<file path="config.mk">
export PLATFORM = sky130hd
export DESIGN_NAME = sliding_window_distinct_detect_core
export DESIGN_NICKNAME = d
export VERILOG_FILES = /design/src/hw/rtl/swdd_pkg.sv /design/src/hw/rtl/sliding_window_distinct_detect_core.sv /design/src/hw/rtl/swdd_front.sv /design/src/hw/rtl/swdd_queue.sv /design/src/hw/rtl/swdd_back.sv
export SDC_FILE = /design/constraint.sdc
export NUM_CORES = 1
export LEC_CHECK = 0
export BUFFER_PORTS_ARGS = -buffer_cell sky130_fd_sc_hd__buf_4
export CORE_MARGIN = 4
export CORE_UTILIZATION = 62
export CTS_CLUSTER_DIAMETER = 200
export DETAILED_ROUTE_END_ITERATION = 6
export GPL_ROUTABILITY_DRIVEN = 0
export GPL_TIMING_DRIVEN = 0
export PLACE_DENSITY = 0.86
export SYNTH_ARGS = -nofsm -noshare
export SYNTH_HDL_FRONTEND = slang
export SYNTH_SLANG_ARGS = --single-unit
</file>
<file path="constraint.sdc">
create_clock -name aclk -period 8.1 [get_ports aclk]
set_input_delay 0 -clock aclk [delete_from_list [all_inputs] [get_ports aclk]]
set_output_delay 0 -clock aclk [all_outputs]
set_load 0.01 [all_outputs]
</file>
<file path="src/hw/rtl/swdd_pkg.sv">
// ----------------------------------------------------------------------------
// swdd_pkg
// Shared types and constants of the sliding-window distinct detector.
// ----------------------------------------------------------------------------
package swdd_pkg;

    localparam int CFG_W = 5;
    localparam int POS_W = 32;
    localparam logic [POS_W-1:0] POS_MAX = '1;
    localparam logic [CFG_W-1:0] WINDOW_LEN_RESET = 5'd4;

    // Depth of the queue between front and back; power of two, at least 2.
    localparam int QUEUE_DEPTH = 4;

    typedef struct packed {
        logic full;
        logic empty;
    } queue_status_t;

    typedef struct packed {
        logic             found;
        logic [POS_W-1:0] position;
    } result_t;

endpackage

</file>
<file path="src/hw/rtl/sliding_window_distinct_detect_core.sv">
// ----------------------------------------------------------------------------
// sliding_window_distinct_detect_core
// Finds the first byte position where the last window_len bytes all differ.
// ----------------------------------------------------------------------------
// The core takes one byte per beat and reports, once per stream, the 1-based
// position of the first byte that closes a window of window_len distinct
// bytes (found = 1), or the position of the stream's last byte when no such
// window came (found = 0). Bytes after a report produce nothing until a beat
// with restart set opens a new stream; restart takes effect before its own
// byte is used. The position saturates at all ones. window_len is clamped to
// 1..WINDOW_MAX and is latched on the first byte of each stream, so write it
// only while the core is idle. Sustained rate is one byte per clock unless
// back-pressure fills the queue: the back part compares each byte against a
// WINDOW_MAX-deep history shift line combinationally, and the distinct-run
// length it keeps replaces a per-symbol count table, so no table needs
// clearing on restart. A byte waits in the queue and its result in the
// result register. A four-beat queue parts the input and the detector, so
// the input keeps taking bytes while a result waits on the master side; once
// the queue holds four beats, s_tready drops until the result is taken.
// ----------------------------------------------------------------------------
module sliding_window_distinct_detect_core #(
    parameter int WINDOW_MAX = 16,
    parameter int ALPHABET   = 256
) (
    input  logic                        aclk,
    input  logic                        aresetn,
    // Configuration: window_len
    input  logic                        cfg_wr_en,
    input  logic [swdd_pkg::CFG_W-1:0]  cfg_wr_data,
    // Input stream
    input  logic                        s_tvalid,
    output logic                        s_tready,
    input  logic [7:0]                  s_tdata,  // [7:0] symbol
    input  logic                        s_tuser,  // [0] restart
    input  logic                        s_tlast,  // final_byte
    // Result stream
    output logic                        m_tvalid,
    input  logic                        m_tready,
    output logic [31:0]                 m_tdata,  // [31:0] position
    output logic                        m_tuser   // [0] found
);
    import swdd_pkg::*;

    localparam int SYM_W   = $clog2(ALPHABET);
    localparam int LEN_W   = $clog2(WINDOW_MAX + 1);
    localparam int ENTRY_W = SYM_W + LEN_W + 2;

    queue_status_t      q_status;
    logic               q_push;
    logic [ENTRY_W-1:0] q_push_data;
    logic               q_pop;
    logic [ENTRY_W-1:0] q_pop_data;
    result_t            result;

    // Front: hold the register, reduce the symbol, push the beat.
    swdd_front #(
        .WINDOW_MAX (WINDOW_MAX),
        .ALPHABET   (ALPHABET)
    ) u_front (
        .aclk        (aclk),
        .aresetn     (aresetn),
        .cfg_wr_en   (cfg_wr_en),
        .cfg_wr_data (cfg_wr_data),
        .s_tvalid    (s_tvalid),
        .s_tready    (s_tready),
        .s_symbol    (s_tdata),
        .s_restart   (s_tuser),
        .s_final     (s_tlast),
        .q_status    (q_status),
        .push        (q_push),
        .push_data   (q_push_data)
    );

    // Queue: decouple front stalls from result back-pressure.
    swdd_queue #(
        .WIDTH (ENTRY_W),
        .DEPTH (QUEUE_DEPTH)
    ) u_queue (
        .aclk      (aclk),
        .aresetn   (aresetn),
        .push      (q_push),
        .push_data (q_push_data),
        .pop       (q_pop),
        .pop_data  (q_pop_data),
        .status    (q_status)
    );

    // Back: advance the distinct run, count bytes, emit the report.
    swdd_back #(
        .WINDOW_MAX (WINDOW_MAX),
        .ALPHABET   (ALPHABET)
    ) u_back (
        .aclk       (aclk),
        .aresetn    (aresetn),
        .q_status   (q_status),
        .entry_data (q_pop_data),
        .pop        (q_pop),
        .m_tvalid   (m_tvalid),
        .m_tready   (m_tready),
        .m_result   (result)
    );

    assign m_tdata = result.position;
    assign m_tuser = result.found;

endmodule

</file>
<file path="src/hw/rtl/swdd_front.sv">
// ----------------------------------------------------------------------------
// swdd_front
// Input side: holds the window length register, reduces the symbol and
// pushes each accepted beat into the queue with its stream flags.
// ----------------------------------------------------------------------------
module swdd_front #(
    parameter  int WINDOW_MAX = 16,
    parameter  int ALPHABET   = 256,
    localparam int SYM_W      = $clog2(ALPHABET),
    localparam int LEN_W      = $clog2(WINDOW_MAX + 1),
    localparam int ENTRY_W    = SYM_W + LEN_W + 2
) (
    input  logic                        aclk,
    input  logic                        aresetn,
    input  logic                        cfg_wr_en,
    input  logic [swdd_pkg::CFG_W-1:0]  cfg_wr_data,
    input  logic                        s_tvalid,
    output logic                        s_tready,
    input  logic [7:0]                  s_symbol,
    input  logic                        s_restart,
    input  logic                        s_final,
    input  swdd_pkg::queue_status_t     q_status,
    output logic                        push,
    output logic [ENTRY_W-1:0]          push_data
);
    import swdd_pkg::*;

    // Residue of every byte value, built at elaboration.
    function automatic logic [256*SYM_W-1:0] build_mod_tab();
        logic [256*SYM_W-1:0] tab;
        tab = '0;
        for (int i = 0; i < 256; i++) begin
            tab[i*SYM_W +: SYM_W] = SYM_W'(i % ALPHABET);
        end
        return tab;
    endfunction

    localparam logic [256*SYM_W-1:0] MOD_TAB = build_mod_tab();

    logic [CFG_W-1:0] window_len_reg;
    logic [CFG_W-1:0] window_len_next;
    logic [LEN_W-1:0] eff_len;
    logic [SYM_W-1:0] sym_red;

    always_comb begin
        window_len_next = cfg_wr_en ? cfg_wr_data : window_len_reg;
    end

    always_ff @(posedge aclk) begin
        if (!aresetn) begin
            window_len_reg <= WINDOW_LEN_RESET;
        end else begin
            window_len_reg <= window_len_next;
        end
    end

    // Clamp the window length into 1..WINDOW_MAX.
    always_comb begin
        if (window_len_reg == '0) begin
            eff_len = LEN_W'(1);
        end else if (32'(window_len_reg) > WINDOW_MAX) begin
            eff_len = LEN_W'(WINDOW_MAX);
        end else begin
            eff_len = LEN_W'(window_len_reg);
        end
    end

    assign sym_red   = MOD_TAB[32'(s_symbol) * SYM_W +: SYM_W];
    assign s_tready  = !q_status.full;
    assign push      = s_tvalid && s_tready;
    assign push_data = {s_final, s_restart, eff_len, sym_red};

endmodule

</file>
<file path="src/hw/rtl/swdd_queue.sv">
// ----------------------------------------------------------------------------
// swdd_queue
// Small first-in first-out queue between the front and the back part.
// ----------------------------------------------------------------------------
module swdd_queue #(
    parameter  int WIDTH = 8,
    parameter  int DEPTH = 4,
    localparam int PTR_W = $clog2(DEPTH)
) (
    input  logic                     aclk,
    input  logic                     aresetn,
    input  logic                     push,
    input  logic [WIDTH-1:0]         push_data,
    input  logic                     pop,
    output logic [WIDTH-1:0]         pop_data,
    output swdd_pkg::queue_status_t  status
);
    import swdd_pkg::*;

    logic [WIDTH-1:0] entries_reg [DEPTH];
    logic [PTR_W:0]   wr_ptr_reg;
    logic [PTR_W:0]   wr_ptr_next;
    logic [PTR_W:0]   rd_ptr_reg;
    logic [PTR_W:0]   rd_ptr_next;

    always_comb begin
        wr_ptr_next = push ? wr_ptr_reg + (PTR_W+1)'(1) : wr_ptr_reg;
        rd_ptr_next = pop  ? rd_ptr_reg + (PTR_W+1)'(1) : rd_ptr_reg;
    end

    always_ff @(posedge aclk) begin
        if (!aresetn) begin
            wr_ptr_reg <= '0;
            rd_ptr_reg <= '0;
        end else begin
            wr_ptr_reg <= wr_ptr_next;
            rd_ptr_reg <= rd_ptr_next;
        end
    end

    always_ff @(posedge aclk) begin
        if (push) begin
            entries_reg[wr_ptr_reg[PTR_W-1:0]] <= push_data;
        end
    end

    assign pop_data     = entries_reg[rd_ptr_reg[PTR_W-1:0]];
    assign status.empty = (wr_ptr_reg == rd_ptr_reg);
    assign status.full  = (wr_ptr_reg[PTR_W] != rd_ptr_reg[PTR_W]) &&
                          (wr_ptr_reg[PTR_W-1:0] == rd_ptr_reg[PTR_W-1:0]);

endmodule

</file>
<file path="src/hw/rtl/swdd_back.sv">
// ----------------------------------------------------------------------------
// swdd_back
// Detection side: tracks the run of distinct symbols against a history
// shift line, counts bytes and drives the result register.
// ----------------------------------------------------------------------------
module swdd_back #(
    parameter  int WINDOW_MAX = 16,
    parameter  int ALPHABET   = 256,
    localparam int SYM_W      = $clog2(ALPHABET),
    localparam int LEN_W      = $clog2(WINDOW_MAX + 1),
    localparam int ENTRY_W    = SYM_W + LEN_W + 2
) (
    input  logic                     aclk,
    input  logic                     aresetn,
    input  swdd_pkg::queue_status_t  q_status,
    input  logic [ENTRY_W-1:0]       entry_data,
    output logic                     pop,
    output logic                     m_tvalid,
    input  logic                     m_tready,
    output swdd_pkg::result_t        m_result
);
    import swdd_pkg::*;

    logic [SYM_W-1:0] hist_reg [WINDOW_MAX];
    logic [LEN_W-1:0] run_reg;
    logic [LEN_W-1:0] run_next;
    logic [POS_W-1:0] count_reg;
    logic [POS_W-1:0] count_next;
    logic [LEN_W-1:0] len_reg;
    logic [LEN_W-1:0] len_next;
    logic             done_reg;
    logic             done_next;
    logic             out_valid_reg;
    logic             out_valid_next;
    result_t          out_reg;
    result_t          out_next;

    logic [SYM_W-1:0] e_sym;
    logic [LEN_W-1:0] e_len;
    logic             e_restart;
    logic             e_final;
    logic [POS_W-1:0] cnt0;
    logic [LEN_W-1:0] run0;
    logic             done0;
    logic [LEN_W-1:0] len_use;
    logic [LEN_W-1:0] new_run;
    logic [POS_W-1:0] cnt_inc;
    logic             found;
    logic             advance;

    assign {e_final, e_restart, e_len, e_sym} = entry_data;

    // Take an entry whenever the result register is free or draining.
    assign pop = !q_status.empty && (!out_valid_reg || m_tready);

    always_comb begin
        cnt0    = e_restart ? '0 : count_reg;
        run0    = e_restart ? '0 : run_reg;
        done0   = e_restart ? 1'b0 : done_reg;
        len_use = (cnt0 == '0) ? e_len : len_reg;
        cnt_inc = (cnt0 == POS_MAX) ? cnt0 : cnt0 + POS_W'(1);

        // Extend the distinct run, or cut it at the nearest repeat inside it.
        new_run = (run0 == LEN_W'(WINDOW_MAX)) ? run0 : run0 + LEN_W'(1);
        for (int k = WINDOW_MAX; k >= 1; k--) begin
            if ((hist_reg[k-1] == e_sym) && (LEN_W'(k) <= run0)) begin
                new_run = LEN_W'(k);
            end
        end
        found   = (new_run >= len_use);
        advance = pop && !done0;
    end

    always_comb begin
        count_next     = count_reg;
        run_next       = run_reg;
        len_next       = len_reg;
        done_next      = done_reg;
        out_valid_next = out_valid_reg && !m_tready;
        out_next       = out_reg;
        if (pop) begin
            count_next = cnt0;
            run_next   = run0;
            done_next  = done0;
        end
        if (advance) begin
            count_next = cnt_inc;
            run_next   = new_run;
            len_next   = len_use;
            if (found || e_final) begin
                done_next          = 1'b1;
                out_valid_next     = 1'b1;
                out_next.found     = found;
                out_next.position  = cnt_inc;
            end
        end
    end

    always_ff @(posedge aclk) begin
        if (!aresetn) begin
            count_reg     <= '0;
            run_reg       <= '0;
            len_reg       <= LEN_W'(WINDOW_LEN_RESET);
            done_reg      <= 1'b0;
            out_valid_reg <= 1'b0;
        end else begin
            count_reg     <= count_next;
            run_reg       <= run_next;
            len_reg       <= len_next;
            done_reg      <= done_next;
            out_valid_reg <= out_valid_next;
        end
    end

    always_ff @(posedge aclk) begin
        out_reg <= out_next;
        if (advance) begin
            hist_reg[0] <= e_sym;
            for (int i = 1; i < WINDOW_MAX; i++) begin
                hist_reg[i] <= hist_reg[i-1];
            end
        end
    end

    assign m_tvalid = out_valid_reg;
    assign m_result = out_reg;

endmodule

</file>
## Yosys cells after proc, flatten, opt, wreduce, memory -nomap -nowiden

Memory sizes are Yosys's and may differ from the RTL's. A register that Yosys moved wholly into a read port is not among the register bits.
Cells that the tools add are included.

- Add/subtract/negate cells: 4
- $lt $le $gt $ge: 18
- Equal/unequal tests: 21
- Shift-type cells: 1
- Mux-type cells: 39
- Reduce and logical (&&, ||, !) cells: 32

Operators with widths:

| cell | number |
|---|---|
| 2048-bit by 12-bit variable part select with 8-bit output (first input constant) | 1 |
| 8-bit equality test | 16 |
| 32-bit 2-to-1 mux | 4 |
| 5-bit 2-to-1 mux | 23 |
| 4-bit by 5-bit <= comparator with 1-bit output (first input constant) | 8 |
| 32-bit by 1-bit adder with 32-bit output (second input constant) | 1 |
| 32-bit equality test (second input constant) | 1 |
| 32-bit logical NOT | 1 |
| 1-bit logical AND | 21 |
| 3-bit by 5-bit <= comparator with 1-bit output (first input constant) | 4 |
| 2-bit by 5-bit <= comparator with 1-bit output (first input constant) | 2 |
| 1-bit 2-to-1 mux | 10 |
| 3-bit by 1-bit adder with 3-bit output (second input constant) | 2 |
| 5-bit by 1-bit adder with 5-bit output (second input constant) | 1 |
| 5-bit equality test (second input constant) | 1 |
| 5-bit greater-or-equal comparator | 1 |
| 5-bit > comparator (second input constant) | 1 |
| 1-bit by 5-bit <= comparator with 1-bit output (first input constant) | 1 |
| 5-bit <= comparator (first input constant) | 1 |
| 1-bit logical NOT | 5 |
| 5-bit logical NOT | 1 |
| 2-bit 2-to-1 mux | 2 |
| 3-bit equality test | 1 |
| 2-bit equality test | 1 |
| other kinds (4) | 5 |

- Flip-flop bits (word level): 88
- Bits in writable memories: 188
- Word-level logic and storage cells: 127
- Memories kept: 2

Memory list:

| memory | depth | width | rd ports | clocked after memory_dff | wr ports | RTL line | text |
|---|---|---|---|---|---|---|---|
| u_back.hist_reg | 16 | 8 | 16 | 0 | 16 | swdd_back.sv:24 | `logic [SYM_W-1:0] hist_reg [WINDOW_MAX];` |
| u_queue.entries_reg | 4 | 15 | 1 | 1 | 1 | swdd_queue.sv:20 | `logic [WIDTH-1:0] entries_reg [DEPTH];` |

## Depth between registers and ports, before layout

Gate-level depths: netlist of the first run.

- Word-level depth: 23
- Gate-level depth with buffers: 28
- Mapped depth without buffers: 23

## Modules after synthesis

A second synthesis of the first run with hierarchy kept.

- Cells, all modules: 1027
- Area, all modules: 12988.7 um2

By module, submodules not included:

| module | instances | cells an instance | area each (um2) | seq. area each (um2) |
|---|---|---|---|---|
| swdd_back | 1 | 873 | 10084.7 | 5715.5 |
| swdd_queue | 1 | 119 | 2597.5 | 1961.9 |
| swdd_front | 1 | 35 | 306.5 | 100.1 |

## Worst setup path after synthesis of the first run

OpenSTA, ideal clock, no wires.

- Path type: reg2reg
- Start: register u_queue.wr_ptr_reg[0]
- End: register u_back.run_reg[1]
- Library setup time: 0.081 ns
- Data arrival time: 5.997 ns
- Slack: 2.022 ns
- Stages on the path, launching flop included: 10
- Buffers on the path: 2
- Period minus slack after synthesis: 6.078 ns
- Cells stage by stage: dfxtp_1 > xor2_1 > nor2_1 > a21oi_1 > nand2_1 > inv_1 > clkbuf_1 > clkbuf_1 > o2111ai_1 > a21oi_1

- Cells in the longest elaborated chain, start to end: 5

RTL lines:

| element | RTL line | text |
|---|---|---|
| start, declared | swdd_queue.sv:21 | `logic [PTR_W:0] wr_ptr_reg;` |
| start signal, assigned | swdd_queue.sv:36 | `wr_ptr_reg <= wr_ptr_next;` |
| 3-bit equality test * | swdd_queue.sv:48 | `assign status.empty = (wr_ptr_reg == rd_ptr_reg);` |
| 1-bit logical NOT * | swdd_back.sv:54 | `assign pop = !q_status.empty && (!out_valid_reg \|\| m_tready);` |
| 1-bit logical AND * | swdd_back.sv:54 |  |
| 1-bit logical AND * | swdd_back.sv:71 | `advance = pop && !done0;` |
| net u_back.advance | swdd_back.sv:49 | `logic advance;` |
| 5-bit 2-to-1 mux or 2-bit nonzero test (tied branches) | -- |  |
| end signal, assigned | swdd_back.sv:108 | `run_reg <= run_next;` |
| end, declared | swdd_back.sv:25 | `logic [LEN_W-1:0] run_reg;` |

Mark *: on every way through the listed nets, which the timed path passes. The rest lies on a longest branch.
A chain may end at the register's enable or synchronous reset.

==> results of run 1 <==
## power by group through the flow
stage / combinational, W / sequential, W / clock, W
floorplan: 0.00156 / 0.00268 / 0
global placement: 0.00216 / 0.00267 / 0
finish: 0.00237 / 0.00262 / 0.00136
global route: 0.00257 / 0.00266 / 0.00143
CTS: 0.00236 / 0.00261 / 0.00136
detailed placement: 0.00231 / 0.00264 / 0
## per-stage QoR
step	cell area, um2	setup TNS (ns)	util (%)	hold slack [ns]
detailed placement	13700	0	67.3	0.203
CTS	14900	0	73.2	0.188
global placement	13600	-0.461	67.0	0.200
global route	14900	-0.718	73.2	0.200
floorplan	12900	0	-	0.0989
finish	14900	0	73.2	0.200
## worst max-delay path: cells and delay by family, from the launching register on
kind	cells	cell delay [ns]
fa+ha+maj	2	0.53
flops	1	0.34
mux	2	0.47
buf+inv	7	2.79
simple gates	5	0.97
compound gates	11	2.37
## per-layer routing
layer / global-route usage, % / vias up / wire length, um / part of all wire, %
li1: - / 4047 / - / -
met4: 7.45 / 0 / 957 / 3.2
met2: 41.7 / 511 / 14300 / 48
met1: 33.6 / 4317 / 11500 / 39
met5: 0 / - / 0 / 0
met3: 4.98 / 104 / 2710 / 9.2
## logic make-up after synthesis
kind of cell	synth area share, %
and+or+nand+nor	13.8
xor gates and xnor gates	11.4
buffers and inverters	2.66
muxes	3.98
AOI/OAI and AO/OA	6.20
adders and majority gates	1.46
DFF	60.4
## layout by cell type (no fill, tap or decap), types with 8 or more instances in the layout
master	n
edfxtp_1	221
xnor2_1	136
nor2_1	80
nand2_1	72
buf_4	58
dfxtp_1	57
a21oi_1	44
nand3_1	42
clkbuf_1	38
o21ai_0	36
nor3_1	35
nand4_1	33
xor2_1	32
clkbuf_16	28
dlygate4sd3_1	23
nor4_1	20
mux4_2	15
ha_1	15
mux2i_1	14
inv_1	12
buf_2	12
or3_1	10
nor2b_1	9
or4_1	8
## Yosys cell counts (all sizes together) (12+ instances only)
master | instances | area (um2)
nor4 | 20 | 125
mux2i | 14 | 140
clkbuf | 35 | 133
o21ai | 40 | 200
xnor2 | 136 | 1190
edfxtp | 221 | 6640
xor2 | 32 | 280
dfxtp | 57 | 1140
nor2 | 80 | 300
nand2 | 73 | 277
nand3 | 43 | 228
nor3 | 36 | 185
inv | 12 | 45.0
mux4 | 15 | 338
ha | 15 | 188
a21oi | 44 | 220
buf | 24 | 161
nand4 | 33 | 206
## worst paths after layout
path,start,end,cells after the start
worst max-delay path,register,u_back.m_tvalid,27
worst min register to register,u_back.hist_reg[1][13],u_back.hist_reg[2][5],0
worst max register to register,register,u_back.m_tvalid,27
worst min-delay path,s_tdata[6],u_queue.entries_reg[1][6],2
## repair_timing
action,in CTS,in global routing
endpoints found under the setup margin,0,34
hold buffers,23,0
hold endpoints to repair,52,0
## cell type report
| type | count | area (um2) | share of cell area, % |
|---|---|---|---|
| flip-flops and latches | 278 | 7780 | 52.3 |
| multi-input cells | 692 | 4750 | 31.9 |
| clock buffers | 33 | 719 | 4.84 |
| repair buffers | 78 | 683 | 4.60 |
| well taps | 270 | 338 | 2.27 |
| plain buffers | 59 | 298 | 2.00 |
| clock inverters | 18 | 246 | 1.66 |
| inverters | 13 | 48.8 | 0.328 |
==> out/results.ini, run 1 <==
[place]
io_buffers = 53
dp.cells = 1367
hpwl_um = 19700
preCtsSetupSlack_ns = 0.794

[layout]
nets = 1185
largest_reg_flops = 128
area_delta_synth_final_pct = 15.5
nFillCells = 1295
drive_above_1_share_pct = 12.6
fin_cells = 1441
antenna_cells = 0

[clocking]
post_cts_resized = 0
post-cts-setup-buffer-count = 0
cts.sinks = 278
cts_tree = yes
clkTransAtPathRegs_ns = 0.06
h-tree-depth = 1
clockBufferDepth = 3
cts_made_buffers = 28
cts-root-buf = clkbuf_16
clk_latency_ns = 0.55

[drt]
vias = 8979
firstDrtPassIters = 7
drt_wl_total_um = 29500
drc = 10
drtAntennaViolNets = 0
wl_per_cell_um = 20.5
viasPerCell = 6.23
dr.first_iter.drc_count = 934

[setup_path]
crit_path_end_kind = register
critPathMaxStageDelay_ns = 0.58
crit_type = reg2reg
cp_slowest_cell = inv_1
crit_required_ns = 8.54
r2r_slack_ns = 0.49
cp_common_cell = o21ai_0
cp_max_fo = 34
crit_path_start_kind = register
crit_arrival_ns = 8.05

[timing]
skew_ns = 0.0102
slew_headroom_pct = 14.8
fin_crit_ns = 7.61
final_max_slew_viol_count = 0
finalCritPeriodShare_pct = 93.9
fin_ws_ns = 0.492
rsz0062_at_grt = yes
fmax_mhz = 131
setup_viol = 0
hold_viol_final = 0
tightest_slew_ns = 1.28

[run]
maxCapViolations = 0

[pwr]
comb_power_share_pct = 37.4
intPower_w = 0.00405
irDropWorstVdd_uv = 290
pwr-share-seq_pct = 41.2
total_power_w = 0.00635
net-switching-power_w = 0.00229
powerDensity_nw_per_um2 = 427
power_frac_clock_pct = 21.4
swShare_pct = 36.1
leakagePower_nw = 5.03

[yosys]
synth_edf_count = 221
syn_inst = 1042
synthArstFlopShare_pct = 0
avgSynthCellArea_um2 = 12.3
ys_seq_elements = 278
synth_nets = 1077
ys_seq_area_share_pct = 60.4
ys.flop_type = edfxtp_1
synth_cell_types = 66
netlist_area_um2 = 12900
yosysWarnings = 0

[die]
io_pins = 55
fp.coreArea_um2 = 20300
rows = 52
die_w_um = 152
start_util_pct = 63.4
dieArea_um2 = 23100
die_h_um = 152

[run_status]
violations = DRC
status = finished with violations

[worst_hold_path]
min_path_type = in2reg

[global_route]
first_global_vias = 8832
grt_util_all_layers_pct = 25.0
grt_overflow = 0
antenna_found_initial = 0
grt_max_degree = 69
grt_pass1_wl_um = 46800

Note: power is estimated with default switching activity, not from simulation.
==> run 2: changes to the inputs <==
CELL_PAD_IN_SITES_DETAIL_PLACEMENT = 0   (was not set)
CELL_PAD_IN_SITES_GLOBAL_PLACEMENT = 2   (was not set)
CORE_UTILIZATION = 43   (was 62)
CTS_CLUSTER_SIZE = 25   (was not set)
PLACE_DENSITY = 0.85   (was 0.86)
==> out/results.ini, run 2 (synthesis results as in run 1) <==
[layout]
final_common_cell = edfxtp_1
regArea_um2 = 7780  ; unchanged
area_delta_synth_final_pct = 12.7
largest_reg_flops = 128  ; unchanged
antenna_cells = 0  ; unchanged
multi_input_area_um2 = 4750  ; unchanged
nFillCells = 2668  ; +110%
mostFrequentLayoutCells = edfxtp_1 (221), xnor2_1 (136), nor2_1 (80), nand2_1 (72), buf_4 (58)
nets = 1172  ; -1.1%
final_util_pct = 49.0  ; -24 points
drive_above_1_share_pct = 10.9  ; -1.6 points

[drt]
drtAntennaViolNets = 0  ; unchanged
drt_wl_total_um = 29400  ; -0.54%
firstDrtPassIters = 4  ; -3
vias = 8346  ; -7.0%
drc = 0  ; -10
wl_per_cell_um = 19.1  ; -6.7%
dr.first_iter.drc_count = 537  ; -43%
viasPerCell = 5.43  ; -13%

[run_status]
status = completed

[worst_hold_path]
min_path_type = in2reg
min_delay_path_depth = 4  ; +2
hold_end = u_back.count_reg[29]
hold_path_startpoint = aresetn

[timing]
fin_crit_ns = 7.51  ; -0.0938 ns
finalCritPeriodShare_pct = 92.8  ; -1.2 points
fmax_mhz = 133  ; +1.2%
fin_ws_ns = 0.585  ; +0.0938 ns
final_max_slew_viol_count = 0  ; unchanged
slew_headroom_pct = 24.9  ; +10 points
hold_viol_final = 0  ; unchanged
setup_viol = 0  ; unchanged
tns_ns = 0  ; unchanged
tightest_slew_ns = 1.13  ; -0.150 ns
rsz0062_at_grt = no
skew_ns = 0.0313  ; +0.0210 ns

[clocking]
h-tree-depth = 1  ; unchanged
postCtsHoldBufs = 22  ; -4.3%
cts.sinks = 278  ; unchanged
post_cts_resized = 0  ; unchanged
cts-root-buf = clkbuf_16
post-cts-setup-buffer-count = 0  ; unchanged
clockBufferDepth = 3  ; unchanged
cts_made_buffers = 15  ; -46%
clk_latency_ns = 0.50  ; -0.05 ns
cts_tree = yes
clkTransAtPathRegs_ns = 0.10  ; +0.04 ns

[die]
fp.coreArea_um2 = 29600  ; +46%
dieArea_um2 = 32800  ; +42%
die_h_um = 181  ; +19%
die_w_um = 181  ; +19%
rows = 63  ; +21%
start_util_pct = 43.5  ; -20 points
io_pins = 55  ; unchanged

[place]
preCtsSetupSlack_ns = 0.381  ; -0.414 ns
hpwl_um = 21000  ; +7.0%
io_buffers = 53  ; unchanged

[global_route]
grt_max_degree = 68  ; -1.4%
antenna_found_initial = 0  ; unchanged
grt_util_all_layers_pct = 17.8  ; -7.1 points
grt_pass1_wl_um = 46800  ; unchanged
grt_overflow = 0  ; unchanged
first_global_vias = 8250  ; -6.6%

[setup_path]
crit_required_ns = 8.36  ; -0.18 ns
crit_type = reg2reg
r2r_cells = 27  ; unchanged
regToRegEndpoint = u_back.m_result[30]
crit_path_end_kind = register
r2r_slack_ns = 0.59  ; +0.09 ns
crit_arrival_ns = 7.78  ; -0.27 ns
cp_max_fo = 27  ; -21%
crit_path_start_kind = register

[run]
maxCapViolations = 0  ; unchanged

[pwr]
irDropWorstVdd_uv = 221  ; -24%
leakagePower_nw = 4.77  ; -5.1%
powerDensity_nw_per_um2 = 398  ; -6.8%

-- run 2: cell count changes in the layout (fill, tap and decap cells not counted), sizes merged --
cell         before  now
dlygate4sd3      23   22
clkinv           12    3
clkinvlp          1    0
bufinv            6    0
buf              79   80
clkbuf           68   59
-- run 2: critical path: stages, from the launching register on --
cell	delay, ns
dfxtp_1	0.34
buf_6	0.17
mux2i_1	0.19
mux2_2	0.28
clkbuf_1	0.48
buf_1	0.50
clkbuf_1	0.49
clkbuf_1	0.45
nand2_1	0.14
inv_1	0.11
ha_1	0.28
a21oi_1	0.09
o21ai_0	0.27
nand2_1	0.15
nor4b_1	0.50
o311ai_1	0.24
a211oi_1	0.43
o21ai_0	0.18
a21oi_1	0.20
ha_1	0.25
a21o_1	0.16
a21oi_1	0.16
nor2b_1	0.06
o21ai_0	0.14
nand2b_1	0.12
o21ai_0	0.25
clkinv_1	0.36
buf_12	0.29
-- run 2: how the worst max path moves through the flow --
stage	start	to	slack, ns	cells past startpoint
global placement	u_queue.wr_ptr_reg[0]	u_back.run_reg[1]	-0.99	9
global route	register	u_back.m_result[14]	0.06	27
floorplan	u_queue.wr_ptr_reg[0]	u_back.run_reg[1]	2.02	9
CTS	register	u_back.m_tvalid	0.31	27
finish	register	u_back.m_result[30]	0.59	27
detailed placement	register	u_back.m_tvalid	0.38	27
-- run 2: final cells by class --
class	count	share of cell area, %
plain buffers	59	2.05
clock buffers	24	2.82
clock inverters	2	0.268
inverters	13	0.337
multi-input cells	692	32.7
flip-flops and latches	278	53.6
well taps	390	3.37
repair buffers	78	4.78
-- run 2: power by group --
group	switching, W	total [W]	leakage, nW	internal, W
Clock	0.000457	0.000819	0.211	0.000362
Sequential	0.000272	0.00258	2.57	0.00231
Combinational	0.00146	0.00237	1.99	0.000917
-- run 2: per-stage QoR --
stage	instance area, um2	total power, W	hold slack (ns)	std cells
6_report	14500	0.00578	0.0634	1536
3_5_place_dp	13800	0.00500	0.204	1487
3_3_place_gp	13800	0.00492	0.201	1485
2_1_floorplan	12900	0.00424	0.0989	1042
4_1_cts	14500	0.00583	0.0548	1535
5_1_grt	14500	0.00617	0.0971	1536
-- run 2: layer usage --
| layer | up-vias | part of all wire (%) | GRT usage (%) |
|---|---|---|---|
| li1 | 4010 | - | - |
| met1 | 4146 | 49 | 26.4 |
| met2 | 164 | 46 | 28.8 |
| met3 | 26 | 4.1 | 2.50 |
| met4 | 0 | 1.5 | 2.91 |
| met5 | - | 0 | 0 |
